==> config.mk <==
export PLATFORM = sky130hd
export DESIGN_NAME = tmrc_queue
export DESIGN_NICKNAME = d
export VERILOG_FILES = /design/src/rtl/tmrc_pkg.sv /design/src/rtl/tmrc_queue.sv
export VERILOG_INCLUDE_DIRS = /design/src /design/src/rtl
export SDC_FILE = /design/constraint.sdc
export NUM_CORES = 1
export LEC_CHECK = 0
export ABC_AREA = 1
export BUFFER_PORTS_ARGS = -buffer_cell sky130_fd_sc_hd__buf_4
export CORE_MARGIN = 10
export CORE_UTILIZATION = 55
export DETAILED_ROUTE_END_ITERATION = 8
export PLACE_DENSITY = 0.83
export SETUP_SLACK_MARGIN = 0.02
export SKIP_LAST_GASP = 1
export SYNTH_ARGS = -nofsm -noshare
export SYNTH_HDL_FRONTEND = slang
export SYNTH_SLANG_ARGS = --single-unit
==> constraint.sdc <==
create_clock -name i_clk -period 5.05 [get_ports i_clk]
set_input_delay 0.505 -clock i_clk [delete_from_list [all_inputs] [get_ports i_clk]]
set_output_delay 0.505 -clock i_clk [all_outputs]
set_load 0.03 [all_outputs]
==> src/rtl/tile_map_region_collision_core_defines.svh <==
// Assertion macros shared by the tile collision block.
`ifndef TILE_MAP_REGION_COLLISION_CORE_DEFINES_SVH
`define TILE_MAP_REGION_COLLISION_CORE_DEFINES_SVH

`ifndef NO_ASSERTIONS
// expects i_clk and i_rst_n in scope
`define TMRC_ASSERT(lbl, prop, msg) \
    lbl: assert property (@(posedge i_clk) disable iff (!i_rst_n) (prop)) else $error(msg);
`define TMRC_ASSERT_NEVER(lbl, cond, msg) \
    lbl: assert property (@(posedge i_clk) disable iff (!i_rst_n) !(cond)) else $error(msg);
`else
`define TMRC_ASSERT(lbl, prop, msg)
`define TMRC_ASSERT_NEVER(lbl, cond, msg)
`endif

`endif

==> src/rtl/tmrc_pkg.sv <==
// Types and constants of the tile collision block.
package tmrc_pkg;

    localparam int MAX_COLS_DEF = 64;
    localparam int MAX_ROWS_DEF = 64;
    localparam int QUEUE_DEPTH  = 2;

    localparam int CFG_IDX_W  = 2;
    localparam int CFG_DATA_W = 8;
    localparam int TS_W       = 8;
    localparam int MAP_W      = 7;
    // clamped bounds never exceed the 7-bit map size registers
    localparam int BND_W      = 7;

    localparam logic [CFG_IDX_W-1:0] CFG_TILE_SIZE  = 2'd0;
    localparam logic [CFG_IDX_W-1:0] CFG_MAP_WIDTH  = 2'd1;
    localparam logic [CFG_IDX_W-1:0] CFG_MAP_HEIGHT = 2'd2;

    localparam logic [TS_W-1:0]  TILE_SIZE_RST  = 8'd32;
    localparam logic [MAP_W-1:0] MAP_WIDTH_RST  = 7'd64;
    localparam logic [MAP_W-1:0] MAP_HEIGHT_RST = 7'd64;

    localparam logic OP_WRITE = 1'b0;
    localparam logic OP_QUERY = 1'b1;

    // classified word handed from front to back
    typedef struct packed {
        logic             is_query;
        logic             none;     // nothing to touch: empty range or write off the grid
        logic             solid;
        logic [BND_W-1:0] col_lo;
        logic [BND_W-1:0] col_hi;
        logic [BND_W-1:0] row_lo;
        logic [BND_W-1:0] row_hi;
    } t_cmd;

endpackage

==> src/rtl/tmrc_queue.sv <==
// Short word queue between front and back.
`include "tile_map_region_collision_core_defines.svh"
module tmrc_queue #(
    parameter int DEPTH = tmrc_pkg::QUEUE_DEPTH
) (
    input  logic           i_clk,
    input  logic           i_rst_n,
    input  tmrc_pkg::t_cmd i_cmd,
    input  logic           i_valid,
    output logic           o_ready,
    output tmrc_pkg::t_cmd o_cmd,
    output logic           o_valid,
    input  logic           i_ready
);
    import tmrc_pkg::*;

    localparam int PTR_W = (DEPTH > 1) ? $clog2(DEPTH) : 1;
    localparam int CNT_W = $clog2(DEPTH + 1);

    t_cmd             r_mem [DEPTH];
    logic [PTR_W-1:0] r_wr_ptr;
    logic [PTR_W-1:0] r_rd_ptr;
    logic [CNT_W-1:0] r_cnt;
    logic             push;
    logic             pop;

    assign o_ready = (r_cnt != CNT_W'(DEPTH));
    assign o_valid = (r_cnt != '0);
    assign o_cmd   = r_mem[r_rd_ptr];
    assign push    = i_valid && o_ready;
    assign pop     = o_valid && i_ready;

    always_ff @(posedge i_clk) begin
        if (push) begin
            r_mem[r_wr_ptr] <= i_cmd;
        end
    end

    always_ff @(posedge i_clk) begin
        if (!i_rst_n) begin
            r_wr_ptr <= '0;
            r_rd_ptr <= '0;
            r_cnt    <= '0;
        end else begin
            if (push) begin
                r_wr_ptr <= (r_wr_ptr == PTR_W'(DEPTH - 1)) ? '0 : r_wr_ptr + PTR_W'(1);
            end
            if (pop) begin
                r_rd_ptr <= (r_rd_ptr == PTR_W'(DEPTH - 1)) ? '0 : r_rd_ptr + PTR_W'(1);
            end
            if (push && !pop) begin
                r_cnt <= r_cnt + CNT_W'(1);
            end else if (pop && !push) begin
                r_cnt <= r_cnt - CNT_W'(1);
            end
        end
    end

    `TMRC_ASSERT_NEVER(a_q_over, r_cnt > CNT_W'(DEPTH), "queue fill beyond depth")
endmodule

==> impl_metrics.yaml <==
die:
  io_pins: 68
  initial_core_util_pct: 57.1
  dieHeight_um: 87.3
  fp.dieW_um: 87.3
  dieArea_sq_um: 7610
  placementRows: 24
  core_sq_um: 4350
run_status:
  status: "finished clean"
timing:
  hold_viol: 0
  period_share_pct: 44.8
  worst_slew_pin_slew_ns: 0.809
  min_period_ns: 2.26
  grt_setup_unrepaired: "false"
  final_max_slew_viol_count: 0
  fin_skew_ns: 0.00887
  setup_tns_ns: 0
  max-slew-margin-rel_pct: 46.0
  hold-worst-slack_ns: 0.359
  setup_viol: 0
  fmax_mhz: 442
pwr:
  pwr_density_cell_nw_per_um2: 510
  swShare_pct: 33.2
  power_frac_seq_pct: 44.9
  ir_drop_v: 0.000303
  power_frac_comb_pct: 33.5
  clkPwrFrac_pct: 21.6
  p_leak_nw: 1.24
  power_switching_uw: 543
  intPower_mw: 1.09
logic_synthesis:
  synth_nets: 169
  synth_area_per_cell_sq_um: 18.7
  netlist-cell-type-count: 15
  yosys_register_bits: 67
  postSynth.asyncResetShare_pct: 0
  synth-main-ff-cell: "edfxtp_1"
  netlist_area_sq_um: 2490
  ys_warn_count: 0
  synth_edf_count: 62
  netlist_instances: 133
  yosysSeqAreaShare_pct: 78.9
cts:
  cts_root_buf: "clkbuf_8"
  postCtsResizedCells: 0
  cts_buffers: 9
  postCtsSetupBuffers: 0
  cts.sinks: 67
  cts_tree: "done"
  clock_latency_ns: 0.33
  cts_hold_buf: 0
  clockBufferDepth: 2
  cts.reportedPaths.clkPinSlew_ns: 0.07
  h-tree-depth: 3
global_route:
  grt_start_max_net_pins: 26
  overflow: 0
  track_usage_pct: 13.7
  antenna_found_initial: 0
  grt_pass1_wl_um: 7750
  grt_pass1_vias: 1461
setup_path:
  r2r_end: "r_mem[1][30]"
  cp_max_fo: 25
  endpoint_kind: "primary output"
  rrSetupSlack_ns: 3.06
  r2r_cells: 5
  startpoint_type: "flop"
  crit_arrival_ns: 1.76
  worstPathRequired_ns: 4.55
  timing.rr.start: "r_cnt[0]"
  crit_type: "reg2out"
placed_design:
  io_buffer_count: 67
  place_congestion: 0.795
  hpwl_um: 3640
  post_dp_cell_area_sq_um: 3050
  dp_cells: 252
layout:
  drive_gt1_share_pct: 53.7
  stdcell_count: 268
  diodes: 0
  fin_nets: 247
  postLayoutCellArea_sq_um: 3200
  area_growth_pct: 28.7
route:
  wl_met3_um: 348
  drt-met1-wl_um: 2020
  routedWlPerCell_um: 18.6
  via_per_inst: 5.08
  vias: 1361
  final_antenna_net_count: 0
  highest_layer: "met4"
  wl_met2_um: 2520
  drt-total-wl_um: 4980
  drc_errors: 0
  initialDrtViolationCount: 87
  dr.pass1.iters: 4
hold_path:
  hp-class: "in2reg"
  min_delay_worst_endpoint: "r_mem[1][27]"
  min_path_cells: 1
  min-delay-start: "i_cmd[27]"
flow_run:
  drv_cap: 0
[worst max-delay path by stage]
| stage | cells after the start | endpoint | start |
|---|---|---|---|
| CTS | 3 | o_cmd[20] | flop |
| global placement | 4 | r_mem[1][2] | i_valid |
| floorplan | 4 | r_mem[0][0] | r_cnt[0] |
| detailed placement | 4 | r_mem[1][7] | i_valid |
| finish | 3 | o_cmd[20] | flop |
| global route | 3 | o_cmd[20] | flop |
[registers in the layout, summed over array words and instances, names as in the netlist, named ones only]
signal    flops
r_mem        62
r_wr_ptr      1
r_cnt         2
r_rd_ptr      1
[cells in the mapped netlist, types with 2 or more instances]
master | n | area [sq um]
edfxtp_1 | 62 | 1860
nand2_1 | 8 | 30.0
o21ai_0 | 2 | 10.0
mux2_2 | 31 | 349
buf_6 | 3 | 33.8
inv_1 | 7 | 26.3
nor2_1 | 8 | 30.0
dfxtp_1 | 5 | 100
[final cells by class]
class	instances	area, sq um
fill	269	1150
timing repair buffer	70	526
clock inverter	4	17.5
tap	52	65.1
multi-input combinational	55	467
inverter	8	30.0
sequential	67	1960
clock buffer	12	135
[power by group through the flow]
stage                     clock [mW]  combinational [mW]  sequential (mW)
final                          0.353               0.547            0.733
after global routing           0.388               0.586            0.741
after CTS                      0.362               0.556            0.733
after detailed placement           0               0.553            0.745
after global placement             0               0.534            0.738
after floorplan                    0               0.367            0.737
[worst max-delay path, stage by stage, from the launching register on]
cell and delay, ns:
dfxtp_1 0.48, buf_4 0.38, mux2_2 0.40, buf_4 0.17
[placed cells by master, fill, tap and decap left out]
cell and instances:
clkinv_1 2, nor2_2 2, nand3_1 1, nor2_1 6, o21a_1 1, inv_2 1, nand2_1 8, nand4_1 1
edfxtp_1 62, clkbuf_8 9, o21ai_0 2, a21oi_1 1, mux2_2 31, nand2_2 1, inv_1 7, ha_1 1
buf_4 70, clkinv_2 2, dfxtp_1 5, clkbuf_1 3
[per-layer routing]
metal,GRT usage (%),up-vias
met5,0,-
met4,6.38,0
met3,6.46,11
met2,21.6,45
met1,15.2,656
li1,-,649
[per-stage QoR]
step | setup slack, ns | power (mW) | util [%]
after CTS | 2.77 | 1.65 | 73.5
after global routing | 2.68 | 1.72 | 73.5
final | 2.79 | 1.63 | 73.5
after global placement | 3.10 | 1.27 | 70.0
after detailed placement | 3.00 | 1.30 | 70.0
after floorplan | 2.63 | 1.10 | -
[logic make-up (layout without fill, tap and decap cells)]
family                   Yosys count  in the layout  share of synthesized area (%)
flip-flops                        67             67                           78.9
adder cells (fa/ha/maj)            1              1                          0.503
multiplexers                      31             31                           14.0
AO/OA/AOI/OAI                      4              4                          0.905
buffers and inverters             11             94                           2.57
AND/OR/NAND/NOR                   19             19                           3.12
Note: power is estimated with default switching activity, not from simulation.
