**src/rtl/tile_map_region_collision_core_defines.svh**
```systemverilog
// Assertion macros shared by the tile collision block.
`ifndef TILE_MAP_REGION_COLLISION_CORE_DEFINES_SVH
`define TILE_MAP_REGION_COLLISION_CORE_DEFINES_SVH

`ifndef NO_ASSERTIONS
// expects i_clk and i_rst_n in scope
`define TMRC_ASSERT(lbl, prop, msg) \
    lbl: assert property (@(posedge i_clk) disable iff (!i_rst_n) (prop)) else $error(msg);
`define TMRC_ASSERT_NEVER(lbl, cond, msg) \
    lbl: assert property (@(posedge i_clk) disable iff (!i_rst_n) !(cond)) else $error(msg);
`else
`define TMRC_ASSERT(lbl, prop, msg)
`define TMRC_ASSERT_NEVER(lbl, cond, msg)
`endif

`endif

```
**src/rtl/tmrc_pkg.sv**
```systemverilog
// Types and constants of the tile collision block.
package tmrc_pkg;

    localparam int MAX_COLS_DEF = 64;
    localparam int MAX_ROWS_DEF = 64;
    localparam int QUEUE_DEPTH  = 2;

    localparam int CFG_IDX_W  = 2;
    localparam int CFG_DATA_W = 8;
    localparam int TS_W       = 8;
    localparam int MAP_W      = 7;
    // clamped bounds never exceed the 7-bit map size registers
    localparam int BND_W      = 7;

    localparam logic [CFG_IDX_W-1:0] CFG_TILE_SIZE  = 2'd0;
    localparam logic [CFG_IDX_W-1:0] CFG_MAP_WIDTH  = 2'd1;
    localparam logic [CFG_IDX_W-1:0] CFG_MAP_HEIGHT = 2'd2;

    localparam logic [TS_W-1:0]  TILE_SIZE_RST  = 8'd32;
    localparam logic [MAP_W-1:0] MAP_WIDTH_RST  = 7'd64;
    localparam logic [MAP_W-1:0] MAP_HEIGHT_RST = 7'd64;

    localparam logic OP_WRITE = 1'b0;
    localparam logic OP_QUERY = 1'b1;

    // classified word handed from front to back
    typedef struct packed {
        logic             is_query;
        logic             none;     // nothing to touch: empty range or write off the grid
        logic             solid;
        logic [BND_W-1:0] col_lo;
        logic [BND_W-1:0] col_hi;
        logic [BND_W-1:0] row_lo;
        logic [BND_W-1:0] row_hi;
    } t_cmd;

endpackage

```
**src/rtl/tmrc_front.sv**
```systemverilog
// Front end: config registers, item intake, edge division and range classification.
`include "tile_map_region_collision_core_defines.svh"
module tmrc_front #(
    parameter int MAX_COLS = tmrc_pkg::MAX_COLS_DEF,
    parameter int MAX_ROWS = tmrc_pkg::MAX_ROWS_DEF
) (
    input  logic                             i_clk,
    input  logic                             i_rst_n,
    input  logic                             i_cfg_valid,
    output logic                             o_cfg_ready,
    input  logic [tmrc_pkg::CFG_IDX_W-1:0]   i_cfg_index,
    input  logic [tmrc_pkg::CFG_DATA_W-1:0]  i_cfg_data,
    input  logic                             i_valid,
    output logic                             o_ready,
    input  logic                             i_op,
    input  logic [5:0]                       i_tile_col,
    input  logic [5:0]                       i_tile_row,
    input  logic signed [15:0]               i_tile_value,
    input  logic signed [15:0]               i_rect_x,
    input  logic signed [15:0]               i_rect_y,
    input  logic [14:0]                      i_rect_w,
    input  logic [14:0]                      i_rect_h,
    input  logic                             i_clearing,
    output tmrc_pkg::t_cmd                   o_cmd,
    output logic                             o_cmd_valid,
    input  logic                             i_cmd_ready
);
    import tmrc_pkg::*;

    localparam int LANES   = 4;     // left, right, top, bottom
    localparam int SUM_W   = 17;
    localparam int NUM_W   = 20;
    localparam int DIV_BITS = 4;
    localparam int DIV_CYC = NUM_W / DIV_BITS;
    localparam int STEP_W  = (DIV_CYC > 1) ? $clog2(DIV_CYC) : 1;
    localparam int CAP_C   = (MAX_COLS < 127) ? MAX_COLS : 127;
    localparam int CAP_R   = (MAX_ROWS < 127) ? MAX_ROWS : 127;

    typedef enum logic [1:0] {F_IDLE, F_DIV, F_PUSH} t_fstate;

    t_fstate          r_state;
    logic [STEP_W-1:0] r_step;
    logic [TS_W-1:0]  r_tile_size;
    logic [MAP_W-1:0] r_map_width;
    logic [MAP_W-1:0] r_map_height;
    logic             r_is_query;
    t_cmd             r_wcmd;
    logic [TS_W-1:0]  r_div;
    logic [NUM_W-1:0] r_num [LANES];
    logic [TS_W-1:0]  r_rem [LANES];
    logic             r_neg [LANES];

    logic [NUM_W-1:0] n_num [LANES];
    logic [TS_W-1:0]  n_rem [LANES];
    logic [SUM_W-1:0] sum [LANES];
    logic [SUM_W-1:0] mag [LANES];
    logic [TS_W-1:0]  ts_eff;
    logic [MAP_W-1:0] cols;
    logic [MAP_W-1:0] rows;
    t_cmd             w_cmd;
    t_cmd             q_cmd;

    assign sum[0] = {i_rect_x[15], i_rect_x};
    assign sum[1] = {i_rect_x[15], i_rect_x} + {2'b00, i_rect_w};
    assign sum[2] = {i_rect_y[15], i_rect_y};
    assign sum[3] = {i_rect_y[15], i_rect_y} + {2'b00, i_rect_h};

    always_comb begin
        for (int l = 0; l < LANES; l++) begin
            mag[l] = sum[l][SUM_W-1] ? (~sum[l] + SUM_W'(1)) : sum[l];
        end
    end

    assign ts_eff = (r_tile_size == '0) ? TS_W'(1) : r_tile_size;

    // restoring division, DIV_BITS quotient bits per lane per cycle
    always_comb begin
        logic [TS_W-1:0]  rem;
        logic [NUM_W-1:0] num;
        logic [TS_W:0]    trial;
        logic             qb;
        for (int l = 0; l < LANES; l++) begin
            rem = r_rem[l];
            num = r_num[l];
            for (int b = 0; b < DIV_BITS; b++) begin
                trial = {rem, num[NUM_W-1]};
                if (trial >= {1'b0, r_div}) begin
                    rem = TS_W'(trial - {1'b0, r_div});
                    qb  = 1'b1;
                end else begin
                    rem = trial[TS_W-1:0];
                    qb  = 1'b0;
                end
                num = {num[NUM_W-2:0], qb};
            end
            n_rem[l] = rem;
            n_num[l] = num;
        end
    end

    always_comb begin
        w_cmd          = '0;
        w_cmd.is_query = 1'b0;
        w_cmd.none     = !((int'(i_tile_col) < MAX_COLS) && (int'(i_tile_row) < MAX_ROWS));
        w_cmd.solid    = (i_tile_value > 16'sd0);
        w_cmd.col_lo   = BND_W'(i_tile_col);
        w_cmd.row_lo   = BND_W'(i_tile_row);
    end

    assign cols = (r_map_width > MAP_W'(CAP_C)) ? MAP_W'(CAP_C) : r_map_width;
    assign rows = (r_map_height > MAP_W'(CAP_R)) ? MAP_W'(CAP_R) : r_map_height;

    always_comb begin
        q_cmd          = '0;
        q_cmd.is_query = 1'b1;
        q_cmd.none     = (cols == '0) || (rows == '0)
                      || (r_neg[1] && r_num[1] != '0) || (r_neg[3] && r_num[3] != '0)
                      || (!r_neg[0] && r_num[0] >= NUM_W'(cols))
                      || (!r_neg[2] && r_num[2] >= NUM_W'(rows));
        q_cmd.col_lo   = r_neg[0] ? '0 : r_num[0][BND_W-1:0];
        q_cmd.row_lo   = r_neg[2] ? '0 : r_num[2][BND_W-1:0];
        if (r_neg[1]) begin
            q_cmd.col_hi = '0;
        end else if (r_num[1] >= NUM_W'(cols)) begin
            q_cmd.col_hi = BND_W'(cols - MAP_W'(1));
        end else begin
            q_cmd.col_hi = r_num[1][BND_W-1:0];
        end
        if (r_neg[3]) begin
            q_cmd.row_hi = '0;
        end else if (r_num[3] >= NUM_W'(rows)) begin
            q_cmd.row_hi = BND_W'(rows - MAP_W'(1));
        end else begin
            q_cmd.row_hi = r_num[3][BND_W-1:0];
        end
    end

    assign o_ready     = (r_state == F_IDLE) && !i_clearing;
    assign o_cfg_ready = 1'b1;
    assign o_cmd_valid = (r_state == F_PUSH);
    assign o_cmd       = r_is_query ? q_cmd : r_wcmd;

    always_ff @(posedge i_clk) begin
        if (!i_rst_n) begin
            r_state      <= F_IDLE;
            r_step       <= '0;
            r_tile_size  <= TILE_SIZE_RST;
            r_map_width  <= MAP_WIDTH_RST;
            r_map_height <= MAP_HEIGHT_RST;
        end else begin
            if (i_cfg_valid) begin
                unique case (i_cfg_index)
                    CFG_TILE_SIZE:  r_tile_size  <= i_cfg_data[TS_W-1:0];
                    CFG_MAP_WIDTH:  r_map_width  <= i_cfg_data[MAP_W-1:0];
                    CFG_MAP_HEIGHT: r_map_height <= i_cfg_data[MAP_W-1:0];
                    default: ;
                endcase
            end
            unique case (r_state)
                F_IDLE: begin
                    if (i_valid && o_ready) begin
                        r_is_query <= (i_op == OP_QUERY);
                        r_wcmd     <= w_cmd;
                        r_div      <= ts_eff;
                        r_step     <= '0;
                        for (int l = 0; l < LANES; l++) begin
                            r_num[l] <= NUM_W'(mag[l]);
                            r_rem[l] <= '0;
                            r_neg[l] <= sum[l][SUM_W-1];
                        end
                        r_state <= (i_op == OP_QUERY) ? F_DIV : F_PUSH;
                    end
                end
                F_DIV: begin
                    r_num  <= n_num;
                    r_rem  <= n_rem;
                    r_step <= r_step + STEP_W'(1);
                    if (r_step == STEP_W'(DIV_CYC - 1)) begin
                        r_state <= F_PUSH;
                    end
                end
                F_PUSH: begin
                    if (i_cmd_ready) begin
                        r_state <= F_IDLE;
                    end
                end
                default: r_state <= F_IDLE;
            endcase
        end
    end

    `TMRC_ASSERT(a_div_len, (r_state == F_PUSH && $past(r_state) == F_DIV) |-> r_is_query, "division ended on a write word")
endmodule

```
**config.mk**
```make
export PLATFORM = sky130hd
export DESIGN_NAME = tmrc_front
export DESIGN_NICKNAME = d
export VERILOG_FILES = /design/src/rtl/tmrc_pkg.sv /design/src/rtl/tmrc_front.sv
export VERILOG_INCLUDE_DIRS = /design/src /design/src/rtl
export SDC_FILE = /design/constraint.sdc
export NUM_CORES = 1
export LEC_CHECK = 0
export ABC_AREA = 1
export BUFFER_PORTS_ARGS = -buffer_cell sky130_fd_sc_hd__clkbuf_2
export CORE_MARGIN = 1.5
export CORE_UTILIZATION = 57
export CTS_CLUSTER_SIZE = 10
export DETAILED_ROUTE_END_ITERATION = 10
export PLACE_DENSITY = 0.9
export SLEW_MARGIN = 20
export SYNTH_ARGS = -nofsm -noshare
export SYNTH_HDL_FRONTEND = slang
export SYNTH_SLANG_ARGS = --single-unit
```
**constraint.sdc**
```tcl
create_clock -name i_clk -period 6.6 [get_ports i_clk]
set_input_delay 0.33 -clock i_clk [delete_from_list [all_inputs] [get_ports i_clk]]
set_output_delay 0.33 -clock i_clk [all_outputs]
set_load 0.02 [all_outputs]
```
==> flow_summary.yaml <==
placement:
  portBuffers: 139
  place_congestion: 0.9921
  dp_cells: 3168
  dp_hpwl_um: 42000
worst_setup_path:
  path_common_cell: "nand2_1"
  cp_data_required_time_ns: 6.80
  rr_startpoint: "r_div[0]"
  criticalPathCategory: "reg2reg"
  critPathArrivalTime_ns: 6.82
  slowest_stage: "edfxtp_1"
  critPathLaunchType: "flop"
  cp-startpoint: "r_div[0]"
  critical_path.max_stage_delay_ns: 0.44
  crit_path_max_fanout: 8
  cp-end-kind: "flop"
timing:
  slew_headroom: 0.4252
  fin_skew_ns: 0.01027
  tightest_slew_ns: 0.8622
  hold_viol_final: 0
  final_max_slew_viol_count: 0
  layout_min_cycle_time_ns: 6.617
  timing.final.ws_setup_ns: -0.01703
  report.final.setup_viol: 2
  whs_ns: 0.05006
  fin_crit_sh: 1.003
  fmax_ghz: 0.1511
die:
  core_area_sq_um: 30750
  initial_core_util: 0.5809
  rows: 64
  boundaryPins: 141
  die_area_sq_um: 32410
  fp.dieW_um: 180.0
  die_h_um: 180.0
drt:
  drtIter0Drc: 1973
  first_pass_iters: 9
  detail-route-antenna-nets: 0
  vias: 19000
  wl_per_cell_um: 17.60
  drcViolationCount: 1
  drt-total-wl_um: 57150
  via_per_inst: 5.849
logic_synthesis:
  synthMuxAreaShare: 0
  synth_top_family_by_area: "simple AND/OR/NAND/NOR gates"
  synth_compound_area_frac: 0.1302
  synth.yosys.warnings: 0
  ys.flop_type: "edfxtp_1"
  syn_area_sq_um: 17860
  synth-seq-cells: 165
  synth_edf_count: 138
  synth_fa_ha_area_frac: 0.1568
  syn_avg_cell_area_sq_um: 7.116
  synth.distinct_cells: 60
  synthCells: 2510
  syn-num-nets: 2830
  yosysSeqAreaShare: 0.2623
  yosys.area_share.simple: 0.3002
  async_flop_share: 0
  yosys-top-cells-area: "edfxtp_1 (23%), ha_1 (14%), nand2_1 (13%)"
  synth_xor_area_frac: 0.06277
  yosysTopAreaCell: "edfxtp_1"
  synth_top_area_frac: 0.2320
clock_network:
  clkSlewWorstSetupHoldPaths_ns: 0.08
  htree_levels: 4
  numCtsBuffers: 17
  cts_hold_buf: 0
  clockBufferDepth: 2
  clkLatencyLatePin_ns: 0.45
  cts.sinks: 165
  clk_root_buffer_cell: "clkbuf_16"
  cts_tree: "built"
grt:
  track_usage: 0.3246
  grt_pass1_vias: 17590
  grt_antenna_before_repair: 0
  grt_pass1_wl_um: 85950
  overflow: 0
  grt_max_degree: 72
layout:
  final_cell_mix: "nand2_1 (608), inv_1 (305), nor2_1 (219), buf_4 (200), ha_1 (150)"
  final_common_cell: "nand2_1"
  fillers: 2218
  drive_above_1_share: 0.2360
  fin_util: 0.7215
  fin_nets: 3159
  num_antenna_cells: 0
  area_growth_pct: 24.22
  stdcell_count: 3248
worst_hold_path:
  hold_start: "i_tile_col[4]"
  hp-class: "in2reg"
status:
  violations: "DRC, setup timing"
  outcome: "complete, but fails checks"
job:
  maxCapViolCount: 0
==> cell usage after synthesis (all sizes together), types with 3 or more instances <==
library cell	number
xnor2	50
buf	10
inv	336
nand3b	20
nand4	39
ha	195
a211oi	6
or2	22
and2	3
nand3	149
clkinv	6
nor4	16
a21boi	3
dfxtp	27
o211ai	8
o21ai	185
edfxtp	138
nor3	40
nor3b	9
fa	18
xor2	78
o21bai	16
a22o	5
a21oi	158
clkbuf	37
o21a	12
a31oi	5
nand2	663
nor2	239
o31ai	8
==> routing by layer <==
layer	global-route usage	vias to the layer above	wire (um)
met5	0	-	0
met3	0.04608	253	5122
li1	-	9001	-
met1	0.4132	8680	22610
met4	0.1526	0	2852
met2	0.5458	1063	26570
==> stage by stage <==
stage | cell area [sq um] | worst slack, ns | TNS [ns]
finish | 22190 | -0.01703 | -0.01835
global placement | 20150 | -0.1567 | -1.053
global route | 22190 | -0.3247 | -5.072
CTS | 20850 | 0.006660 | 0
detailed placement | 20150 | -0.2782 | -2.893
floorplan | 17860 | -0.4571 | -11.93
==> sequential cells by signal (all words and copies together) (netlist names) <==
signal	flops
r_num	16
r_state	2
r_map_width	7
r_step	3
r_rem	32
n_num	64
r_wcmd	13
r_neg	4
r_is_query	1
r_div	8
r_tile_size	8
r_map_height	7
==> kinds of logic (layout without fill, tap and decap cells) <==
family,Yosys count,count (layout)
buffers and inverters,389,728
DFF,165,165
adders and majority gates,213,213
AOI/OAI and AO/OA,413,413
and+or+nand+nor,1201,1204
xor gates and xnor gates,128,128
other,1,1
==> worst max-delay path: cells and delay by family (launching register included) <==
kind / cells / cell delay (ns)
fa+ha+maj: 4 / 1.21
flops: 1 / 0.44
buf+inv: 6 / 0.67
compound gates: 8 / 1.37
simple gates: 23 / 2.67
==> cell type report <==
| class | instances | area, sq um | area share |
|---|---|---|---|
| Clock inverter | 14 | 151.4 | 0.006824 |
| Clock buffer | 18 | 450.4 | 0.02030 |
| Multi-Input combinational cell | 1959 | 12650 | 0.5704 |
| Timing Repair Buffer | 354 | 2426 | 0.1094 |
| Inverter | 342 | 1324 | 0.05967 |
| Tap cell | 396 | 495.5 | 0.02233 |
| Sequential cell | 165 | 4684 | 0.2111 |
==> path summary, 6_finish.rpt <==
check | endpoint | cells after the start | slack (ns)
setup / recovery | r_rem[30] | 41 | -0.02
hold / removal | r_wcmd[25] | 1 | 0.05
setup reg to reg | r_rem[30] | 41 | -0.02
hold reg to reg | r_div[2] | 0 | 0.44
==> what timing repair did <==
action / in CTS / in global routing
gates cloned: 1 / 2
endpoints found under the hold margin: 0 / 0
setup endpoints to repair: 27 / 36
setup buffers: 6 / 39
pin swaps: 6 / 63
resized for setup: 20 / 207
Power is left out: the tool's default activity adds up to more than one toggle a clock period on the data nets, which glitch-free logic cannot reach.
